[config.mk]
export PLATFORM = sky130hd
export DESIGN_NAME = mtcb_cell
export DESIGN_NICKNAME = d
export VERILOG_FILES = /design/src/rtl/core/mtcb_pkg.sv /design/src/rtl/core/mtcb_cell.sv
export SDC_FILE = /design/constraint.sdc
export NUM_CORES = 1
export LEC_CHECK = 0
export BUFFER_PORTS_ARGS = -buffer_cell sky130_fd_sc_hd__buf_4
export CELL_PAD_IN_SITES_DETAIL_PLACEMENT = 1
export CELL_PAD_IN_SITES_GLOBAL_PLACEMENT = 1
export CORE_ASPECT_RATIO = 1.2
export CORE_MARGIN = 4
export CORE_UTILIZATION = 48
export CTS_BUF_LIST = sky130_fd_sc_hd__clkbuf_8
export CTS_CLUSTER_SIZE = 28
export DETAILED_ROUTE_END_ITERATION = 12
export HOLD_SLACK_MARGIN = 0.03
export PLACE_DENSITY = 0.95
export SETUP_SLACK_MARGIN = 0.15
export SLEW_MARGIN = 10
export SYNTH_ARGS = -nofsm -noshare
export SYNTH_HDL_FRONTEND = slang
export SYNTH_SLANG_ARGS = --single-unit
[constraint.sdc]
create_clock -name clk -period 11 [get_ports clk]
set_input_delay 0.55 -clock clk [delete_from_list [all_inputs] [get_ports clk]]
set_output_delay 0.55 -clock clk [all_outputs]
set_load 0.02 [all_outputs]
[src/rtl/core/mtcb_pkg.sv]
// Shared types and constants for the countdown timer bank.
`default_nettype none
package mtcb_pkg;

  localparam int TIMER_SLOTS_DEF = 16;
  localparam int TIME_BITS_DEF   = 32;

  localparam int KIND_W     = 3;
  localparam int SLOT_W     = 4;
  localparam int ELAPSED_W  = 32;
  localparam int PERIOD_W   = 32;
  localparam int DEADLINE_W = 32;
  localparam int IN_DATA_W  = 72;
  localparam int OUT_DATA_W = 40;

  // Request kinds.
  localparam logic [KIND_W-1:0] KIND_TICK        = 3'd0;
  localparam logic [KIND_W-1:0] KIND_CREATE      = 3'd1;
  localparam logic [KIND_W-1:0] KIND_STOP        = 3'd2;
  localparam logic [KIND_W-1:0] KIND_RESTART     = 3'd3;
  localparam logic [KIND_W-1:0] KIND_RESTART_NEW = 3'd4;
  localparam logic [KIND_W-1:0] KIND_REMOVE      = 3'd5;

  // Result types and status codes.
  localparam logic RES_EXPIRY  = 1'b0;
  localparam logic RES_SUMMARY = 1'b1;
  localparam logic ST_DONE     = 1'b0;
  localparam logic ST_IGNORED  = 1'b1;

  typedef enum logic {
    CTRL_IDLE,
    CTRL_WALK
  } ctrl_state_t;

  // Slot command broadcast to every cell.
  typedef struct packed {
    logic              wr;
    logic [KIND_W-1:0] kind;
    logic              rep;
    logic              del;
    logic              inact;
  } slot_cmd_t;

  // Per-cell status seen by the controller.
  typedef struct packed {
    logic in_use;
    logic expire;
  } cell_stat_t;

endpackage
`default_nettype wire

[src/rtl/core/mtcb_cell.sv]
// One timer slot: holds its period, remaining time and flags, and passes the tick token on.
`default_nettype none
module mtcb_cell #(
  parameter int TIME_BITS = 32
) (
  input  wire logic                          clk,
  input  wire logic                          rst_n,
  input  wire logic                          sel_i,
  input  wire mtcb_pkg::slot_cmd_t           cmd_i,
  input  wire logic [TIME_BITS-1:0]          period_i,
  input  wire logic [mtcb_pkg::ELAPSED_W-1:0] elapsed_i,
  input  wire logic                          step_i,
  input  wire logic                          tok_i,
  input  wire logic [TIME_BITS-1:0]          best_i,
  output logic                               tok_o,
  output logic [TIME_BITS-1:0]               best_o,
  output mtcb_pkg::cell_stat_t               stat_o
);
  import mtcb_pkg::*;

  localparam int CMPW = ((TIME_BITS > ELAPSED_W) ? TIME_BITS : ELAPSED_W) + 1;

  logic [TIME_BITS-1:0] period_r, period_nxt;
  logic [TIME_BITS-1:0] remain_r, remain_nxt;
  logic                 act_r, act_nxt;
  logic                 use_r, use_nxt;
  logic                 rep_r, rep_nxt;
  logic                 del_r, del_nxt;
  logic                 tok_r;
  logic [TIME_BITS-1:0] best_r, best_nxt;

  logic                 live;
  logic                 el_zero;
  logic                 hit;
  logic                 expire;
  logic [TIME_BITS-1:0] left;

  // Countdown arithmetic for this slot when the token arrives.
  always_comb begin
    live    = use_r && act_r;
    el_zero = (elapsed_i == '0);
    hit     = (CMPW'(elapsed_i) + CMPW'(1)) >= CMPW'(remain_r);
    expire  = tok_i && live && !el_zero && hit;
    if (el_zero) begin
      left = remain_r;
    end else if (hit) begin
      left = (del_r && !rep_r) ? '0 : period_r;
    end else begin
      left = remain_r - TIME_BITS'(elapsed_i);
    end
    if (live && (left != '0) && ((best_i == '0) || (left < best_i))) begin
      best_nxt = left;
    end else begin
      best_nxt = best_i;
    end
  end

  // Next slot state from a command or from the tick walk.
  always_comb begin
    period_nxt = period_r;
    remain_nxt = remain_r;
    act_nxt    = act_r;
    use_nxt    = use_r;
    rep_nxt    = rep_r;
    del_nxt    = del_r;
    if (cmd_i.wr && sel_i) begin
      unique case (cmd_i.kind)
        KIND_CREATE: begin
          period_nxt = period_i;
          remain_nxt = period_i;
          rep_nxt    = cmd_i.rep;
          del_nxt    = cmd_i.del;
          act_nxt    = !cmd_i.inact;
          use_nxt    = 1'b1;
        end
        KIND_STOP: begin
          act_nxt = 1'b0;
        end
        KIND_RESTART: begin
          remain_nxt = period_r;
          act_nxt    = 1'b1;
        end
        KIND_RESTART_NEW: begin
          period_nxt = period_i;
          remain_nxt = period_i;
          act_nxt    = 1'b1;
        end
        KIND_REMOVE: begin
          use_nxt = 1'b0;
          act_nxt = 1'b0;
          rep_nxt = 1'b0;
          del_nxt = 1'b0;
        end
        default: begin
          act_nxt = act_r;
        end
      endcase
    end else if (step_i && tok_i && live && !el_zero) begin
      remain_nxt = left;
      if (hit && !rep_r) begin
        act_nxt = 1'b0;
        if (del_r) begin
          use_nxt = 1'b0;
        end
      end
    end
  end

  // Control flags and token.
  always_ff @(posedge clk) begin
    if (!rst_n) begin
      act_r <= 1'b0;
      use_r <= 1'b0;
      rep_r <= 1'b0;
      del_r <= 1'b0;
      tok_r <= 1'b0;
    end else begin
      act_r <= act_nxt;
      use_r <= use_nxt;
      rep_r <= rep_nxt;
      del_r <= del_nxt;
      if (step_i) begin
        tok_r <= tok_i;
      end
    end
  end

  // Times and running minimum.
  always_ff @(posedge clk) begin
    period_r <= period_nxt;
    remain_r <= remain_nxt;
    if (step_i && tok_i) begin
      best_r <= best_nxt;
    end
  end

  assign tok_o         = tok_r;
  assign best_o        = best_r;
  assign stat_o.in_use = use_r;
  assign stat_o.expire = expire;

endmodule
`default_nettype wire

=== Word level (Yosys, flattened, before mapping) ===
Index checks and enable logic that the tools add are counted.

* Flip-flop bits (word level): 101
* Input bits: 108
* Output and inout bits: 35
* Logic and storage cells: 69

* $add $sub $neg: 2
* Magnitude comparators: 2
* Eq/ne operators: 8
* Muxes and demuxes: 18
* Reduce and logical (&&, ||, !) cells: 31

{| class="wikitable"
|+ Operators with widths
! operator !! count
|-
| $mux W32 || 6
|-
| $logic_not A32 Y1 || 2
|-
| $pmux W32 S2 || 1
|-
| $add A32 B1 Y33 const B || 1
|-
| $ge A33 B32 Y1 || 1
|-
| $lt A32 B32 Y1 || 1
|-
| $reduce_bool A32 Y1 || 1
|-
| $sub A32 B32 Y32 || 1
|-
| $logic_and A1 B1 Y1 || 12
|-
| $reduce_bool A2 Y1 || 4
|-
| $mux W1 || 7
|-
| $eq A3 B2 Y1 const B || 2
|-
| $eq A3 B3 Y1 const B || 2
|-
| $pmux W1 S2 || 3
|-
| $reduce_and A2 Y1 || 3
|-
| $reduce_or A2 Y1 || 3
|-
| $ne A4 B3 Y1 const B || 1
|-
| $reduce_and A4 Y1 || 1
|-
| $eq A3 B1 Y1 const B || 1
|-
| $logic_not A1 Y1 || 3
|-
| $ne A3 B1 Y1 const B || 1
|-
| $ne A3 B2 Y1 const B || 1
|-
| $pmux W1 S3 || 1
|-
| $reduce_and A3 Y1 || 1
|-
| $logic_or A1 B1 Y1 || 1
|}

=== Logic depth before layout (Yosys ltp) ===
Gate-level depths: netlist of the first run.

* Depth after elaboration: 9
* Gate-level depth with buffers: 34
* Depth with buffers taken out: 28

=== Least setup slack after synthesis of the first run ===
OpenSTA, ideal clock, no wires.

* Path type: input-to-reg
* Start point: in elapsed_i[2] (netlist name)
* End point: reg best_r[19] (netlist: best_o[19]) (data pin)
* Setup time: 0.260 ns
* Arrival: 6.819 ns
* Required time: 10.740 ns
* Path slack: 3.921 ns
* Stages on the path: 32
* Buffers on the path: 6
* Path through: clkbuf_1 -> nand2_1 -> nor3_1 -> nand3_1 -> nor3_1 -> nand3_1 -> nor3_1 -> xnor2_1 -> ha_1 -> nand3_1 -> or4_1 -> or4_1 -> o21ai_1 -> a211o_1 -> and2_1 -> buf_6 -> buf_6 -> clkbuf_1 -> nand2_1 -> o41ai_1 -> a21o_1 -> ha_1 -> nand4_1 -> nor4_1 -> nand3_1 -> or3_1 -> a31o_2 -> a21o_1 -> o31a_1 -> buf_6 -> buf_6 -> mux2_4

* Cells in the longest elaborated chain, start to end: 8
* Elaborated cells on any way between the ends: 12
* Those cells by class: 2 x add/sub; 2 x order compare; 3 x mux; 5 x reduce/logical

{| class="wikitable"
|+ Ends and longest elaborated chain
! what !! RTL line !! source
|-
| from (decl) || mtcb_cell.sv:11 || <nowiki>input wire logic [mtcb_pkg::ELAPSED_W-1:0] elapsed_i,</nowiki>
|-
| $add A32 B1 Y33 || mtcb_cell.sv:42 || <nowiki>hit = (CMPW'(elapsed_i) + CMPW'(1)) >= CMPW'(remain_r);</nowiki>
|-
| $ge A33 B32 Y1 || mtcb_cell.sv:42 ||
|-
| $mux W32 || mtcb_cell.sv:46 || <nowiki>end else if (hit) begin</nowiki>
|-
| $mux W32 (*) || mtcb_cell.sv:44 || <nowiki>if (el_zero) begin</nowiki>
|-
| $lt A32 B32 Y1 or $reduce_bool A32 Y1 (tied branches) || mtcb_cell.sv:51 || <nowiki>if (live && (left != '0) && ((best_i == '0) || (left < best_i))) begin</nowiki>
|-
| $logic_or A1 B1 Y1 or $logic_and A1 B1 Y1 (tied branches) || mtcb_cell.sv:51 ||
|-
| $logic_and A1 B1 Y1 || mtcb_cell.sv:51 ||
|-
| $mux W32 (*) || mtcb_cell.sv:51 ||
|-
| net best_nxt[19] || mtcb_cell.sv:30 || <nowiki>logic [TIME_BITS-1:0] best_r, best_nxt;</nowiki>
|-
| to (signal assigned) || mtcb_cell.sv:133 || <nowiki>best_r <= best_nxt;</nowiki>
|-
| to (decl) || mtcb_cell.sv:30 ||
|}

The timed path passes the listed nets; every way through them passes the cells marked *.
A chain may end at the register's enable or synchronous reset.

=== Final worst setup path of the first run ===
* Start point: in elapsed_i[8] (netlist name)
* End point: reg best_r[6] (netlist: best_o[6]) (data pin)

The elaborated chain is that of the path after synthesis.

==> impl_metrics.toml, run 1 <==
[sta]
slew_violations = 0
period_share_pct = 84.4
tightest_slew_ns = 1.17
skew_ns = 0.0132
setup_viol = 0
relSlewSlack_pct = 21.8
hold_viol = 0
finalCriticalPeriod_ns = 9.28
rsz0062_at_grt = "no"
clock.fmax_mhz = 108
fin_tns_setup_ns = 0

[finish]
syn_to_final_growth_pct = 16.0
drive_above_1_share_pct = 17.3
final_core_util_pct = 56.5
final_nets = 1388
antenna_cells = 0
instances_no_fill = 1444
multi_input_area_um2 = 5580
register_area_um2 = 2980
fill_cells = 2285

[route]
via_per_inst = 6.33
firstDrtPassIters = 5
num_vias = 9138
wl_per_cell_um = 23.8
wl_um = 34400
drcViolationCount = 0
ant_nets = 0
drt-initial-drc-count = 895

[setup_path]
worst-setup-path-type = "in -> reg"
path_max_fanout = 28
worstPathRequired_ns = 11.15
slowest_stage = "and2_1"
end_kind = "register"
startpoint_type = "input pin"
max_stage_delay_ns = 0.95
critPathArrivalTime_ns = 9.43

[outcome]
status = "completed"

[global_routing]
grt_pass1_wl_um = 53200
overflow = 0
grt_usage_pct = 31.6
grt_max_degree = 65
antenna_found_initial = 0
grt_pass1_vias = 9686

[synth]
synth-edff-count = 96
syn_area_per_cell_um2 = 8.60
yosysSeqAreaShare_pct = 32.6
synth.net_count = 1269
synth_warnings = 0
syn-instance-count = 1064
synthArstFlopShare_pct = 0
syn-cell-area_um2 = 9150
synth-seq-cells = 101
synth_top_flop_cell = "edfxtp_1"
ys_types = 67

[floorplanning]
die_h_um = 159
io_pins = 143
die_w_um = 134
core-area_um2 = 18800
die_area_um2 = 21300
rows = 55
start_util_pct = 48.7

[power_and_ir_drop]
ir_worst_vdd_mv = 0.0694
p_per_area_nw_per_um2 = 105
p_leak_nw = 4.62
finalPower_mw = 1.11

[cts]
cts_htree_levels = 3
clk_path_buf_depth = 2
cts_buffers = 9
cts_hold_buffers = 0
cts_resized = 0
clkTransAtPathRegs_ns = 0.11
clk_latency_ns = 0.39
tritoncts_num_sinks = 101
cts_setup_buffers = 0
tritoncts = "built"
root_buffer = "clkbuf_8"

[placed_design]
place.port_buffers = 142
placed_cells = 1428
hpwl_um = 27100
routabilityCongestion = 0.902

[job]
max_cap_violations = 0

[hold_path]
worstHoldPathType = "in -> reg"
metal layers:
metal,up-vias,track usage [%],share of wire (%)
met3,129,3.73,7.1
met1,4392,38.8,39
met5,-,0,0
li1,4141,-,-
met2,476,54.3,48
met4,0,16.3,5.9
final timing paths:
kind / start / end / slack [ns] / depth (start not counted)
worst min-delay path: period_i[3] / period_r[3] / 0.34 / 1
worst min register to register: tok_o / tok_o / 0.50 / 2
worst max-delay path: elapsed_i[8] / best_o[6] / 1.72 / 29
worst max register to register: remain_r[18] / best_o[6] / 3.34 / 22
synth_stat cells, types with 5 or more instances:
cell      count  area (um2)
a211oi_1      8        60.1
a21o_1       27         203
a21oi_1      62         310
a221o_1      11         110
a22oi_1      12        90.1
a31oi_1      32         200
and2_1        7        43.8
and3_1       10        62.6
clkbuf_1     32         120
dfxtp_1       5         100
edfxtp_1     96        2880
ha_1         96        1200
inv_1       107         402
mux2_2       19         214
mux2_4        5        75.1
nand2_1     127         477
nand2b_1      6        37.5
nand3_1      27         135
nand4_1      31         194
nor2_1       83         312
nor2b_1      12        75.1
nor3_1       17        85.1
nor4_1       22         138
o211ai_1     11        82.6
o21ai_0      46         230
o31ai_1       5        37.5
or3_1         5        31.3
xnor2_1      44         385
xor2_1       14         123
flip-flops by register name, indices dropped and copies added, names as in the netlist:
signal	count
use_r	1
period_r	32
remain_r	32
best_o	32
act_r	1
rep_r	1
del_r	1
tok_o	1
area by class of cell:
cell class,count,area share [%]
multi-input cells,813,52.6
clock buffers,9,1.17
well taps,256,3.02
clock inverters,7,0.696
repair buffers,151,10.7
inverters,107,3.78
flip-flops and latches,101,28.1
cells by family (layout without fill, tap and decap cells):
kind of cell             after synthesis  in the layout  share of synthesized area, %
buffers and inverters                150            274                          6.59
AO/OA/AOI/OAI                        265            265                          19.3
multiplexers                          28             28                          3.60
flip-flops                           101            101                          32.6
XOR/XNOR                              58             58                          5.55
adder cells (fa/ha/maj)               97             97                          13.3
AND/OR/NAND/NOR                      365            365                          19.0
power by group:
part	switching (mW)	leakage (nW)	internal [mW]
sequential	0.0110	0.924	0.442
clock	0.142	0.106	0.107
combinational	0.255	3.59	0.158
total	0.408	4.62	0.707
worst max-delay path: cells and delay by family:
family,cells,cell delay [ns]
simple gates,12,4.10
fa+ha+maj,2,0.55
buf+inv,3,0.69
mux,1,0.39
compound gates,10,3.02
xor+xnor,1,0.10
cells in the final DEF, fill, tap and decap left out, drive strengths merged, types with 4 or more instances in the layout:
cell type	instances
a2111oi	4
a211oi	10
a21o	27
a21oi	62
a221o	11
a22o	4
a22oi	12
a31oi	32
and2	7
and3	10
buf	151
clkbuf	9
dfxtp	5
edfxtp	96
ha	96
inv	111
mux2	24
mux2i	4
nand2	127
nand2b	6
nand3	27
nand4	31
nor2	83
nor2b	12
nor3	17
nor4	22
o211ai	11
o21a	4
o21ai	48
o221ai	4
o31ai	5
or3	5
xnor2	44
xor2	14
through the flow:
step	setup slack (ns)	cell area [um2]	hold slack, ns
after floorplan	3.92	9150	0.486
after global placement	2.11	10400	0.469
after detailed placement	1.74	10400	0.484
after CTS	1.92	10600	0.340
after global routing	1.12	10600	0.330
final	1.72	10600	0.342
Note: power is estimated with default switching activity, not from simulation.
==> run 2, diff against run 1 <==
- CORE_UTILIZATION: 48 -> 45
- PLACE_DENSITY: 0.95 -> 0.92
- clock period: 11 -> 9.6 ns (I/O delays scaled with it)
==> impl_metrics.toml, run 2 (synthesized netlist as in run 1, its figures left out) <==
[sta]
relSlewSlack_pct = 39.0
tightest_slew_ns = 0.906
period_share_pct = 91.1
setup_viol = 0
hold_viol = 0
fin_tns_setup_ns = 0
finalCriticalPeriod_ns = 8.75
clock.fmax_mhz = 114
skew_ns = 0.0142
slew_violations = 0
rsz0062_at_grt = "no"

[placed_design]
place.port_buffers = 142
hpwl_um = 27100
routabilityCongestion = 0.901
post_dp_cell_area_um2 = 10400

[cts]
tritoncts = "built"
clk_path_buf_depth = 2
cts_htree_levels = 3
cts_buffers = 9
tritoncts_num_sinks = 101
clkTransAtPathRegs_ns = 0.10
root_buffer = "clkbuf_8"
cts_resized = 0
cts_setup_buffers = 0
cts_hold_buffers = 0
clk_latency_ns = 0.38

[setup_path]
path_delay_family = "simple AND/OR/NAND/NOR gates"
max_stage_delay_ns = 0.74
end_kind = "register"
worst-setup-path-type = "in -> reg"
path_max_fanout = 21
worstPathRequired_ns = 9.73
startpoint_type = "input pin"
path_buf_inv = 2
critPathArrivalTime_ns = 8.87
slowest_stage = "and2_1"

[floorplanning]
die_area_um2 = 22700
die_h_um = 164
start_util_pct = 46.3
die_w_um = 138
core-area_um2 = 19800
rows = 56
io_pins = 143

[finish]
antenna_cells = 0
drive_above_1_share_pct = 17.4
final_common_cell = "buf_4"
final_area_um2 = 10700
final_nets = 1391
syn_to_final_growth_pct = 16.5
fill_cells = 2409
most-common-layout-cells = "154 x buf_4, 127 x nand2_1, 109 x inv_1, 96 x ha_1, 96 x edfxtp_1"

[route]
via_per_inst = 6.26
firstDrtPassIters = 6
wl_per_cell_um = 23.4
num_vias = 9085
drt-initial-drc-count = 816
ant_nets = 0
drcViolationCount = 0
wl_um = 34000

[global_routing]
overflow = 0
grt_max_degree = 65
grt_usage_pct = 29.2
grt_pass1_wl_um = 52200
grt_pass1_vias = 9681
antenna_found_initial = 0

[hold_path]
worstHoldPathType = "in -> reg"

[power_and_ir_drop]
p_leak_nw = 4.63
ir_worst_vdd_mv = 0.0668
p_per_area_nw_per_um2 = 121

[job]
max_cap_violations = 0

[outcome]
status = "completed"
-- run 2: through the flow --
step	std cells	hold slack, ns	utilization, %	power (mW)	setup slack, ns
global placement	1436	0.471	52.9	0.957	1.23
floorplan	1064	0.486	-	0.804	2.59
CTS	1452	0.274	54.0	1.28	1.02
global route	1452	0.268	54.0	1.35	0.534
detailed placement	1436	0.490	52.9	0.979	1.00
finish	1452	0.280	54.0	1.29	0.855
-- run 2: report_power, final --
| group | switching [mW] | internal (mW) |
|---|---|---|
| logic | 0.291 | 0.180 |
| clock network | 0.157 | 0.146 |
| registers | 0.0124 | 0.507 |
-- run 2: final cells by class --
class | count | area [um2] | area share [%]
clock buffers | 9 | 124 | 1.16
clock inverters | 7 | 91.3 | 0.857
inverters | 107 | 402 | 3.77
multi-input cells | 813 | 5580 | 52.3
flip-flops and latches | 101 | 2980 | 28.0
well taps | 261 | 327 | 3.06
repair buffers | 154 | 1160 | 10.8
-- run 2: layer usage --
layer  global-route usage, %  share of wire (%)  routed length, um  up-vias
met2                    52.7                 50              17100      447
met4                    12.2                4.1               1390        0
met1                    34.6                 39              13200     4398
met3                    4.57                7.1               2410       96
li1                        -                  -                  -     4144
met5                       0                  0                  0        -
-- run 2: final timing paths --
| kind | from | endpoint | slack (ns) | cells past startpoint |
|---|---|---|---|---|
| hold / removal | period_i[3] | period_r[3] | 0.28 | 1 |
| setup reg to reg | remain_r[27] | best_o[18] | 2.20 | 22 |
| hold reg to reg | tok_o | tok_o | 0.50 | 2 |
| setup / recovery | elapsed_i[0] | best_o[18] | 0.85 | 29 |
